**src/rtl/core/ihex_pkg.sv**
```systemverilog
// ihex_pkg: types, character constants and the hex digit function shared by
// the Intel HEX record encoder core. No dependencies.
`timescale 1ns / 1ps

package ihex_pkg;

  typedef enum logic {
    CmdHeader = 1'b0,
    CmdData   = 1'b1
  } cmd_e;

  // Input word, one item pushed by the producer.
  typedef struct packed {
    cmd_e        cmd;
    logic [7:0]  record_type;
    logic [15:0] load_address;
    logic [7:0]  byte_cnt;
    logic [7:0]  payload;
  } in_item_t;

  // Output word, one character handed to the consumer.
  typedef struct packed {
    logic [6:0] ascii_char;
    logic       record_end;
  } out_item_t;

  localparam int unsigned JobBytes = 5;  // count, addr hi, addr lo, type, checksum

  // One unit of work for the character sequencer.
  typedef struct packed {
    logic                      colon;   // lead the job with ':'
    logic [2:0]                nbytes;  // bytes to print from the list below
    logic                      close;   // last byte printed is the checksum
    logic [JobBytes-1:0][7:0]  bytes;   // bytes[0] goes out first
  } job_t;

  localparam logic [6:0] CharColon = 7'h3A;
  localparam logic [6:0] CharZero  = 7'h30;
  localparam logic [6:0] CharUpA   = 7'h41;
  localparam logic [3:0] NibTen    = 4'hA;

  function automatic logic [6:0] hex_digit(input logic [3:0] nib);
    logic [6:0] c;
    if (nib >= NibTen) begin
      c = CharUpA + {3'b000, nib - NibTen};
    end else begin
      c = CharZero + {3'b000, nib};
    end
    return c;
  endfunction

endpackage

```
**src/rtl/core/ihex_front.sv**
```systemverilog
// ihex_front: accepts input words, tracks the open record and the running
// sum, and turns each word into a job for the sequencer. Uses ihex_pkg.
`timescale 1ns / 1ps

module ihex_front (
  input  logic               clk_i,
  input  logic               rst_ni,
  input  logic               accept_i,   // word taken this cycle
  input  ihex_pkg::in_item_t item_i,
  output logic               job_valid_o,
  output ihex_pkg::job_t     job_o
);

  logic [7:0] sum_q, sum_d;
  logic [7:0] left_q, left_d;
  logic       open_q, open_d;

  logic       is_header;
  logic [7:0] hdr_sum;
  logic [7:0] dat_sum;
  logic [7:0] dat_left;
  logic       hdr_close;
  logic       dat_close;

  assign is_header = (item_i.cmd == ihex_pkg::CmdHeader);
  assign hdr_sum   = item_i.byte_cnt + item_i.load_address[15:8]
                   + item_i.load_address[7:0] + item_i.record_type;
  assign dat_sum   = sum_q + item_i.payload;
  assign dat_left  = left_q - 8'd1;
  assign hdr_close = (item_i.byte_cnt == 8'd0);
  assign dat_close = (dat_left == 8'd0);

  // data words with no record open are dropped here
  assign job_valid_o = is_header || open_q;

  always_comb begin
    job_o = '0;
    if (is_header) begin
      job_o.colon    = 1'b1;
      job_o.close    = hdr_close;
      job_o.nbytes   = hdr_close ? 3'd5 : 3'd4;
      job_o.bytes[0] = item_i.byte_cnt;
      job_o.bytes[1] = item_i.load_address[15:8];
      job_o.bytes[2] = item_i.load_address[7:0];
      job_o.bytes[3] = item_i.record_type;
      job_o.bytes[4] = 8'd0 - hdr_sum;
    end else begin
      job_o.colon    = 1'b0;
      job_o.close    = dat_close;
      job_o.nbytes   = dat_close ? 3'd2 : 3'd1;
      job_o.bytes[0] = item_i.payload;
      job_o.bytes[1] = 8'd0 - dat_sum;
    end
  end

  always_comb begin
    sum_d  = sum_q;
    left_d = left_q;
    open_d = open_q;
    if (accept_i && is_header) begin
      sum_d  = hdr_close ? 8'd0 : hdr_sum;
      left_d = item_i.byte_cnt;
      open_d = !hdr_close;
    end else if (accept_i && open_q) begin
      sum_d  = dat_close ? 8'd0 : dat_sum;
      left_d = dat_left;
      open_d = !dat_close;
    end
  end

  always_ff @(posedge clk_i or negedge rst_ni) begin
    if (!rst_ni) begin
      sum_q  <= 8'd0;
      left_q <= 8'd0;
      open_q <= 1'b0;
    end else begin
      sum_q  <= sum_d;
      left_q <= left_d;
      open_q <= open_d;
    end
  end

endmodule

```
**src/rtl/core/ihex_job_fifo.sv**
```systemverilog
// ihex_job_fifo: short register queue of jobs between front and sequencer.
// Uses ihex_pkg.
`timescale 1ns / 1ps

module ihex_job_fifo #(
  parameter int unsigned Depth = 4
) (
  input  logic           clk_i,
  input  logic           rst_ni,
  input  logic           wr_i,
  input  ihex_pkg::job_t wr_job_i,
  input  logic           rd_i,
  output ihex_pkg::job_t head_o,
  output logic           full_o,
  output logic           empty_o
);

  localparam int unsigned PtrW = (Depth > 1) ? $clog2(Depth) : 1;
  localparam int unsigned CntW = $clog2(Depth + 1);
  localparam logic [PtrW-1:0] LastPtr = PtrW'(Depth - 1);

  ihex_pkg::job_t  mem_q [Depth];
  logic [PtrW-1:0] wr_ptr_q, rd_ptr_q;
  logic [CntW-1:0] cnt_q;
  logic            do_wr, do_rd;

  assign full_o  = (cnt_q == CntW'(Depth));
  assign empty_o = (cnt_q == '0);
  assign do_wr   = wr_i && !full_o;
  assign do_rd   = rd_i && !empty_o;
  assign head_o  = mem_q[rd_ptr_q];

  always_ff @(posedge clk_i) begin
    if (do_wr) begin
      mem_q[wr_ptr_q] <= wr_job_i;
    end
  end

  always_ff @(posedge clk_i or negedge rst_ni) begin
    if (!rst_ni) begin
      wr_ptr_q <= '0;
      rd_ptr_q <= '0;
      cnt_q    <= '0;
    end else begin
      if (do_wr) begin
        wr_ptr_q <= (wr_ptr_q == LastPtr) ? '0 : wr_ptr_q + 1'b1;
      end
      if (do_rd) begin
        rd_ptr_q <= (rd_ptr_q == LastPtr) ? '0 : rd_ptr_q + 1'b1;
      end
      if (do_wr && !do_rd) begin
        cnt_q <= cnt_q + 1'b1;
      end else if (do_rd && !do_wr) begin
        cnt_q <= cnt_q - 1'b1;
      end
    end
  end

endmodule

```
**src/rtl/core/ihex_back.sv**
```systemverilog
// ihex_back: character sequencer; walks the head job one character per cycle
// into the output register unless the output stalls. Uses ihex_pkg.
`timescale 1ns / 1ps

module ihex_back (
  input  logic                clk_i,
  input  logic                rst_ni,
  input  logic                job_avail_i,
  input  ihex_pkg::job_t      job_i,
  output logic                job_done_o,
  output logic                empty_o,
  input  logic                pop_i,
  output ihex_pkg::out_item_t item_o
);

  logic [3:0]          pos_q, pos_d;
  logic                out_valid_q, out_valid_d;
  ihex_pkg::out_item_t out_q;
  ihex_pkg::out_item_t cur;

  logic       advance;
  logic [3:0] total;
  logic       last;
  logic [3:0] k;
  logic [7:0] cur_byte;
  logic [3:0] nib;

  assign advance = job_avail_i && (!out_valid_q || pop_i);
  assign total   = 4'(job_i.colon) + {job_i.nbytes, 1'b0};
  assign last    = (pos_q == total - 4'd1);
  assign k       = pos_q - 4'(job_i.colon);

  always_comb begin
    case (k[3:1])
      3'd0:    cur_byte = job_i.bytes[0];
      3'd1:    cur_byte = job_i.bytes[1];
      3'd2:    cur_byte = job_i.bytes[2];
      3'd3:    cur_byte = job_i.bytes[3];
      3'd4:    cur_byte = job_i.bytes[4];
      default: cur_byte = 8'd0;
    endcase
  end

  assign nib = k[0] ? cur_byte[3:0] : cur_byte[7:4];

  always_comb begin
    if (job_i.colon && (pos_q == 4'd0)) begin
      cur.ascii_char = ihex_pkg::CharColon;
    end else begin
      cur.ascii_char = ihex_pkg::hex_digit(nib);
    end
    cur.record_end = last && job_i.close;
  end

  assign job_done_o = advance && last;

  always_comb begin
    pos_d       = pos_q;
    out_valid_d = out_valid_q;
    if (advance) begin
      pos_d       = last ? 4'd0 : pos_q + 4'd1;
      out_valid_d = 1'b1;
    end else if (pop_i) begin
      out_valid_d = 1'b0;
    end
  end

  always_ff @(posedge clk_i) begin
    if (advance) begin
      out_q <= cur;
    end
  end

  always_ff @(posedge clk_i or negedge rst_ni) begin
    if (!rst_ni) begin
      pos_q       <= 4'd0;
      out_valid_q <= 1'b0;
    end else begin
      pos_q       <= pos_d;
      out_valid_q <= out_valid_d;
    end
  end

  assign empty_o = !out_valid_q;
  assign item_o  = out_q;

endmodule

```
**src/rtl/core/intel_hex_record_encoder_core.sv**
```systemverilog
// Intel HEX record encoder core: front, job queue and character sequencer.
// Path: pushed word -> job queue register -> output register (first character).
// Throughput: one character per cycle while pop keeps up, set by the single
//   output register; a data byte is 2 chars (4 if closing), a header 9 or 11.
// Reset: rst_ni is asynchronous, active low, and empties queue and output.
// Depends on ihex_pkg, ihex_front, ihex_job_fifo, ihex_back.
`timescale 1ns / 1ps

module intel_hex_record_encoder_core #(
  parameter int unsigned JobDepth = 4  // queued jobs between front and back, >= 1
) (
  input  logic                clk_i,
  input  logic                rst_ni,
  // input word queue side
  input  logic                push,
  output logic                full,
  input  ihex_pkg::in_item_t  in_item_i,
  // output word queue side
  output logic                empty,
  input  logic                pop,
  output ihex_pkg::out_item_t out_item_o
);

  logic           accept;
  logic           job_valid;
  ihex_pkg::job_t front_job;
  ihex_pkg::job_t head_job;
  logic           fifo_full;
  logic           fifo_empty;
  logic           job_done;

  // An input word is taken whenever the job queue has room, even if it is
  // a stray data word that the front then drops.
  assign full   = fifo_full;
  assign accept = push && !fifo_full;

  // Front: keeps running sum / bytes left / open flag, builds the job,
  // including the precomputed checksum when this word closes the record.
  ihex_front u_front (
    .clk_i       (clk_i),
    .rst_ni      (rst_ni),
    .accept_i    (accept),
    .item_i      (in_item_i),
    .job_valid_o (job_valid),
    .job_o       (front_job)
  );

  // Queue decouples word intake from character output.
  ihex_job_fifo #(
    .Depth (JobDepth)
  ) u_fifo (
    .clk_i    (clk_i),
    .rst_ni   (rst_ni),
    .wr_i     (accept && job_valid),
    .wr_job_i (front_job),
    .rd_i     (job_done),
    .head_o   (head_job),
    .full_o   (fifo_full),
    .empty_o  (fifo_empty)
  );

  // Back: one character per cycle from the head job unless output stalls; retires
  // the job on its last character.
  ihex_back u_back (
    .clk_i       (clk_i),
    .rst_ni      (rst_ni),
    .job_avail_i (!fifo_empty),
    .job_i       (head_job),
    .job_done_o  (job_done),
    .empty_o     (empty),
    .pop_i       (pop),
    .item_o      (out_item_o)
  );

endmodule

```
**config.mk**
```make
export PLATFORM = sky130hd
export DESIGN_NAME = intel_hex_record_encoder_core
export DESIGN_NICKNAME = d
export VERILOG_FILES = /design/src/rtl/core/ihex_pkg.sv /design/src/rtl/core/ihex_front.sv /design/src/rtl/core/ihex_job_fifo.sv /design/src/rtl/core/ihex_back.sv /design/src/rtl/core/intel_hex_record_encoder_core.sv
export SDC_FILE = /design/constraint.sdc
export NUM_CORES = 1
export LEC_CHECK = 0
export BUFFER_PORTS_ARGS = -buffer_cell sky130_fd_sc_hd__buf_4
export CAP_MARGIN = 5
export CORE_UTILIZATION = 55
export CTS_BUF_LIST = sky130_fd_sc_hd__clkbuf_8 sky130_fd_sc_hd__clkbuf_16
export DETAILED_ROUTE_END_ITERATION = 8
export HOLD_SLACK_MARGIN = 0.06
export PLACE_DENSITY = 0.8
export SLEW_MARGIN = 5
export SYNTH_ARGS = -nofsm -noshare
export SYNTH_HDL_FRONTEND = slang
export SYNTH_HIERARCHICAL = 1
export SYNTH_SLANG_ARGS = --single-unit
```
**constraint.sdc**
```tcl
create_clock -name clk_i -period 4.7 [get_ports clk_i]
set_input_delay 0.235 -clock clk_i [delete_from_list [all_inputs] [get_ports clk_i]]
set_output_delay 0.235 -clock clk_i [all_outputs]
set_load 0.01 [all_outputs]
```
==> results of run 1 <==
==> state kept, by name, indices dropped and copies added, names as in the netlist <==
name	cells
u_fifo/mem_q	180
u_front/left_q	8
u_front/sum_q	8
u_back/out_valid_q	1
u_back/pos_q	4
u_fifo/rd_ptr_q	2
u_front/open_q	1
u_fifo/wr_ptr_q	2
u_fifo/cnt_q	3
u_back/item_o	8
==> layout by cell type, fill, tap and decap left out, drive strengths merged, types with 5 or more instances in the layout <==
master,instances
nand2,47
xor2,8
inv,67
nand2b,6
a31oi,6
nor2,41
nor3b,5
dfrtp,29
mux2,21
o22ai,8
xnor2,25
a21oi,30
fa,16
a211oi,7
nand3,15
buf,65
mux2i,5
ha,33
nand4,5
o21ai,31
a21o,8
clkbuf,25
or3,5
and2,9
and3,6
nor3,10
a22oi,9
mux4,45
or4,5
edfxtp,188
clkinv,6
nor2b,18
==> final cells by class <==
class / count / area [um2] / share of cell area (%)
inverters: 63 / 236.5 / 1.886
multi-input cells: 480 / 4335 / 34.57
well taps: 265 / 331.6 / 2.644
clock inverters: 14 / 142.6 / 1.137
repair buffers: 68 / 518.0 / 4.130
flip-flops and latches: 217 / 6374 / 50.82
clock buffers: 25 / 603.1 / 4.809
==> cell usage after synthesis, drive strengths merged (3+ instances only) <==
cell,count
edfxtp,188
inv,62
nand2,47
mux4,45
nor2,41
ha,33
o21ai,31
a21oi,30
dfrtp,29
xnor2,25
buf,22
mux2,21
nor2b,18
fa,16
nand3,15
clkbuf,12
nor3,10
a22oi,9
and2,9
a21o,8
o22ai,8
xor2,8
a211oi,7
a31oi,6
and3,6
nand2b,6
mux2i,5
nand4,5
nor3b,5
or3,5
or4,5
nand3b,4
o21bai,4
o31ai,4
a221o,3
a31o,3
or2,3
==> power breakdown <==
part	switching, mW	total (mW)	internal, mW
Clock	0.707	1.79	1.08
Sequential	0.250	3.00	2.75
Combinational	2.26	4.00	1.74
Total	3.22	8.80	5.58
==> per-stage QoR <==
step                instance area (um2)  std cells  hold WS (ns)  util [%]  power [mW]
floorplan                         11130        794      -0.06059         -       6.027
global placement                  11770       1090        0.1999     59.86       6.893
detailed placement                11770       1090        0.1986     59.86       6.981
CTS                               12540       1132       0.06461     63.81       8.808
global route                      12540       1132       0.08997     63.81       9.326
finish                            12540       1132       0.06532     63.81       8.797
==> cell families after synthesis <==
group	share of synthesized area, %
xor+xnor	2.731
buf+inv	3.933
mux	11.74
fa+ha+maj	6.586
simple gates	9.249
compound gates	8.530
flops	57.23
==> what timing repair did <==
item,CTS,global route
buffers inserted,0,0
hold buffers,3,0
endpoints found under the hold margin,31,0
==> worst max-delay path by stage <==
stage	startpoint	endpoint	cells past startpoint
floorplan	u_fifo/rd_ptr_q[0]	u_back/item_o[2]	16
global placement	u_fifo/rd_ptr_q[0]	u_fifo/cnt_q[1]	13
detailed placement	u_fifo/rd_ptr_q[0]	u_fifo/cnt_q[1]	13
CTS	u_fifo/rd_ptr_q[0]	u_fifo/cnt_q[1]	13
global route	u_fifo/rd_ptr_q[0]	u_fifo/cnt_q[1]	13
finish	u_fifo/rd_ptr_q[0]	u_back/item_o[2]	14
==> routing by layer <==
metal	wire (um)	global-route usage [%]	vias to the layer above	part of all wire, %
met5	0	0	-	0
met4	958	10.08	0	3.9
met3	1611	4.106	68	6.5
met2	11940	41.77	289	48
met1	10140	33.66	3420	41
li1	-	-	3125	-
==> critical path: cells and delay by family, from the launching register on <==
family	cells	cell delay, ns
adders and majority gates	3	1.05
AOI/OAI and AO/OA	5	0.94
muxes	2	0.93
DFF	1	0.37
and+or+nand+nor	2	0.36
buffers and inverters	2	0.32
==> flow_metrics.py, run 1 <==
metrics = {
    "outcome": {
        "outcome": "finished clean",
    },
    "setup_path": {
        "slowest_stage": "mux4_2",
        "cp-start-kind": "flip-flop",
        "slowest_delay_ns": 0.56,
        "cp_max_fo": 11,
        "crit_arrival_ns": 4.48,
        "critPathKind": "flip-flop to flip-flop",
        "cp_cell_sequence": "mux4_2 -> ha_1 -> ha_1 -> buf_4 -> mux2_2 -> a32oi_1 -> o211ai_1 -> a21oi_1 -> nor2_1 -> ha_1 -> inv_1 -> o221ai_1 -> and3_4 -> a221o_1",
        "r2r_start": "u_fifo/rd_ptr_q[0]",
        "end_kind": "flip-flop",
        "rr_worst_depth": 14,
        "r2r_end": "u_back/item_o[2]",
        "worstPathRequired_ns": 4.94,
        "reg2reg_slack_ns": 0.46,
        "cpMostUsedCell": "ha_1",
    },
    "sta": {
        "finalCritPeriodShare_pct": 90.16,
        "finalHoldViolCount": 0,
        "finalCriticalPeriod_ns": 4.237,
        "setup_ws_ns": 0.4627,
        "setup_viol": 0,
        "max_slew_margin_pct": 22.45,
        "skew_ns": 0.01219,
        "rsz0062_at_grt": "false",
        "max_freq_ghz": 0.2360,
        "tightest_slew_ns": 1.153,
        "fin_tns_setup_ns": 0,
        "slew_viol_final": 0,
    },
    "placed_design": {
        "dp_worst_setup_slack_ns": 0.4258,
        "hpwl_um": 16960,
        "gp_congestion": 0.9160,
        "numPortBuffers": 54,
    },
    "clock_tree": {
        "htree_levels": 1,
        "cts_root_buf": "clkbuf_16",
        "numCtsBuffers": 23,
        "clk_pin_slew_ns": 0.06,
        "clock_latency_ns": 0.50,
        "cts_tree": "yes",
        "ctsResizeCount": 0,
        "cts_max_path_buffers": 3,
        "clock-sinks": 217,
    },
    "floorplan": {
        "initial_core_util_pct": 56.65,
        "placementRows": 51,
        "die-area_um2": 20820,
        "die_w_um": 144.3,
        "die_h_um": 144.3,
        "num_io_pins": 55,
        "design.core.area_um2": 19650,
    },
    "routing": {
        "drt_first_pass_iters": 5,
        "drtIter0Drc": 689,
        "ant_nets": 0,
        "wire_per_inst_um": 21.78,
        "vias": 6902,
        "vias_per_cell": 6.097,
        "remaining_drc_errors": 0,
        "routed_wl_um": 24660,
    },
    "synthesis": {
        "synth_area_leader_cell": "edfxtp_1",
        "synth_top_area_share_pct": 50.71,
        "avgSynthCellArea_um2": 14.02,
        "synth_cell_types": 86,
        "synth_fp_nets": 888,
        "synth-edff-count": 188,
        "ys_ff_latch": 217,
        "ys_seq_area_share_pct": 57.23,
        "synthFlopType": "edfxtp_1",
        "syn_area_um2": 11130,
        "synth_area_leaders": "edfxtp_1 (51%), mux4_2 (9.1%), dfrtp_1 (6.5%), ha_1 (3.7%), fa_1 (2.9%)",
        "async_flop_share_pct": 13.36,
        "ys_warn_count": 6,
        "synthCells": 794,
    },
    "power": {
        "leakage_nw": 4.645,
        "ir_drop_uv": 315.3,
        "powerDensity_nw_per_um2": 701.4,
    },
    "global_route": {
        "grt_first_pass_wirelength_um": 38700,
        "overflow": 0,
        "grt_pass1_vias": 6999,
        "grt_max_degree": 71,
        "grt.total_usage_pct": 25.28,
        "antenna_found_initial": 0,
    },
    "min_path": {
        "min_to": "u_front/left_q[1]",
        "min_path_type": "input pin to flip-flop",
        "hold_depth": 3,
        "min_from": "in_item_i[9]",
    },
    "cells_and_area": {
        "areaGrowthSynthToFinish_pct": 12.64,
        "drive_above_1_share_pct": 22.15,
        "nFillCells": 1483,
        "nets": 947,
        "diodes": 0,
    },
    "job": {
        "cap_violations": 0,
    },
}
Power figures use the tool's default switching activity.
==> inputs of run 2 (changes only) <==
REMOVE_ABC_BUFFERS = 1   (was unset)
==> run 2 against run 1 <==
Routed wire length fell by 1.2%. Clock-buffer cell count fell by 2. Via count did not move. Critical path depth did not move.
==> flow_metrics.py, run 2 (synthesis results as in run 1) <==
metrics = {
    "routing": {
        "vias_per_cell": 6.065,
        "vias": 6902,
        "routed_wl_um": 24360,
        "ant_nets": 0,
        "drtIter0Drc": 685,
        "wire_per_inst_um": 21.40,
        "remaining_drc_errors": 0,
        "drt_first_pass_iters": 5,
    },
    "cells_and_area": {
        "nets": 951,
        "areaGrowthSynthToFinish_pct": 13.49,
        "diodes": 0,
        "final_common_cell": "edfxtp_1",
        "drive_above_1_share_pct": 22.79,
        "layout_common_cells": "edfxtp_1 (188), buf_4 (68), inv_1 (61), nand2_1 (47), mux4_2 (45)",
        "largest_reg_flops": 180,
        "final_util_pct": 64.29,
        "nFillCells": 1450,
        "final_cells": 1138,
        "top_register": "u_fifo/mem_q",
    },
    "sta": {
        "setup_viol": 0,
        "tightest_slew_ns": 1.045,
        "worst_hold_slack_ns": 0.1075,
        "rsz0062_at_grt": "false",
        "max_slew_margin_pct": 30.33,
        "max_freq_ghz": 0.2400,
        "finalCritPeriodShare_pct": 88.66,
        "slew_viol_final": 0,
        "finalHoldViolCount": 0,
        "finalCriticalPeriod_ns": 4.167,
        "skew_ns": 0.02539,
    },
    "floorplan": {
        "placementRows": 51,
        "die_h_um": 144.3,
        "initial_core_util_pct": 56.65,
        "die_w_um": 144.3,
        "num_io_pins": 55,
        "die-area_um2": 20820,
        "design.core.area_um2": 19650,
    },
    "clock_tree": {
        "clk_pin_slew_ns": 0.06,
        "numCtsBuffers": 23,
        "clock_latency_ns": 0.51,
        "clock-sinks": 217,
        "cts_tree": "yes",
        "ctsResizeCount": 0,
        "htree_levels": 1,
        "cts_root_buf": "clkbuf_16",
        "cts_max_path_buffers": 3,
    },
    "global_route": {
        "grt_max_degree": 71,
        "grt-busiest-layer": "met2",
        "grt.total_usage_pct": 25.17,
        "grt_first_pass_wirelength_um": 38440,
        "gr-usage-met3_pct": 3.709,
        "grt_use_met2_pct": 40.91,
        "antenna_found_initial": 0,
        "grt_pass1_vias": 6822,
        "grtUsageMet1_pct": 35.17,
        "overflow": 0,
    },
    "setup_path": {
        "worstPathRequired_ns": 5.06,
        "cp-startpoint": "u_fifo/rd_ptr_q[0]",
        "cp_max_fo": 14,
        "cp-start-kind": "flip-flop",
        "critPathKind": "flip-flop to flip-flop",
        "path_delay_family": "adder cells",
        "slowest_delay_ns": 0.67,
        "crit_buf_inv": 3,
        "reg2reg_slack_ns": 0.53,
        "rr_worst_depth": 14,
        "cp_cell_sequence": "mux4_2 -> ha_1 -> ha_1 -> buf_4 -> mux2i_1 -> nor3_1 -> a2111oi_0 -> a211oi_2 -> inv_2 -> ha_1 -> inv_1 -> o221ai_1 -> and3_4 -> mux2i_1",
        "r2r_end": "u_back/item_o[1]",
        "end_kind": "flip-flop",
        "cpMostUsedCell": "ha_1",
        "r2r_start": "u_fifo/rd_ptr_q[0]",
        "slowest_stage": "a2111oi_0",
        "crit_arrival_ns": 4.52,
    },
    "placed_design": {
        "place_inst": 1093,
        "numPortBuffers": 54,
        "hpwl_um": 16720,
        "gp_congestion": 0.9853,
    },
    "job": {
        "cap_violations": 0,
    },
    "min_path": {
        "hold_depth": 3,
        "min_from": "in_item_i[13]",
        "min_to": "u_front/left_q[5]",
        "min_path_type": "input pin to flip-flop",
    },
    "outcome": {
        "outcome": "finished clean",
    },
    "power": {
        "leakage_nw": 4.679,
        "ir_drop_uv": 311.8,
        "powerDensity_nw_per_um2": 708.3,
    },
}
[run 2: layout make-up]
cell class	count	area [um2]	share of cell area, %
clock buffers	23	575.6	4.555
clock inverters	18	231.5	1.832
inverters	63	236.5	1.872
multi-input cells	480	4335	34.31
flip-flops and latches	217	6374	50.45
well taps	265	331.6	2.624
repair buffers	72	550.5	4.357
[run 2: per-layer routing]
metal	vias up	part of all wire, %
li1	3140	-
met3	55	7.1
met5	-	0
met2	277	48
met4	0	2.9
met1	3430	42
[run 2: worst max path at each step]
| stage | to | cells past startpoint | slack [ns] |
|---|---|---|---|
| 2_1_floorplan | u_back/item_o[2] | 13 | -1.06 |
| 3_3_place_gp | u_back/item_o[2] | 13 | 0.68 |
| 3_5_place_dp | u_back/item_o[4] | 14 | 0.63 |
| 4_1_cts | u_back/item_o[2] | 13 | 0.58 |
| 5_1_grt | u_back/item_o[1] | 14 | 0.27 |
| 6_report | u_back/item_o[1] | 14 | 0.53 |
[run 2: worst reg2reg max path: cells and delay by family, from the launching register on]
family	cells	cell delay (ns)
adder cells (fa/ha/maj)	3	1.03
multiplexers	3	0.97
AO/OA/AOI/OAI	3	0.90
buffers and inverters	3	0.40
flip-flops	1	0.37
AND/OR/NAND/NOR	2	0.35
[run 2: stage by stage]
| step | worst slack, ns | instance area [um2] | TNS [ns] | power, mW |
|---|---|---|---|---|
| floorplan | -1.061 | 10930 | -6.530 | 5.903 |
| global placement | 0.6770 | 11790 | 0 | 6.926 |
| detailed placement | 0.6264 | 11790 | 0 | 6.999 |
| CTS | 0.5800 | 12630 | 0 | 8.948 |
| global route | 0.2748 | 12630 | 0 | 9.474 |
| finish | 0.5331 | 12630 | 0 | 8.950 |
[run 2: where the power goes]
group	internal, mW	switching [mW]	leakage [nW]
logic	1.77	2.28	2.21
clock network	1.17	0.739	0.392
registers	2.75	0.243	2.07
[run 2: repair_timing]
action,in CTS,in global routing
endpoints found under the hold margin,32,0
setup buffers,0,0
hold buffers,4,0
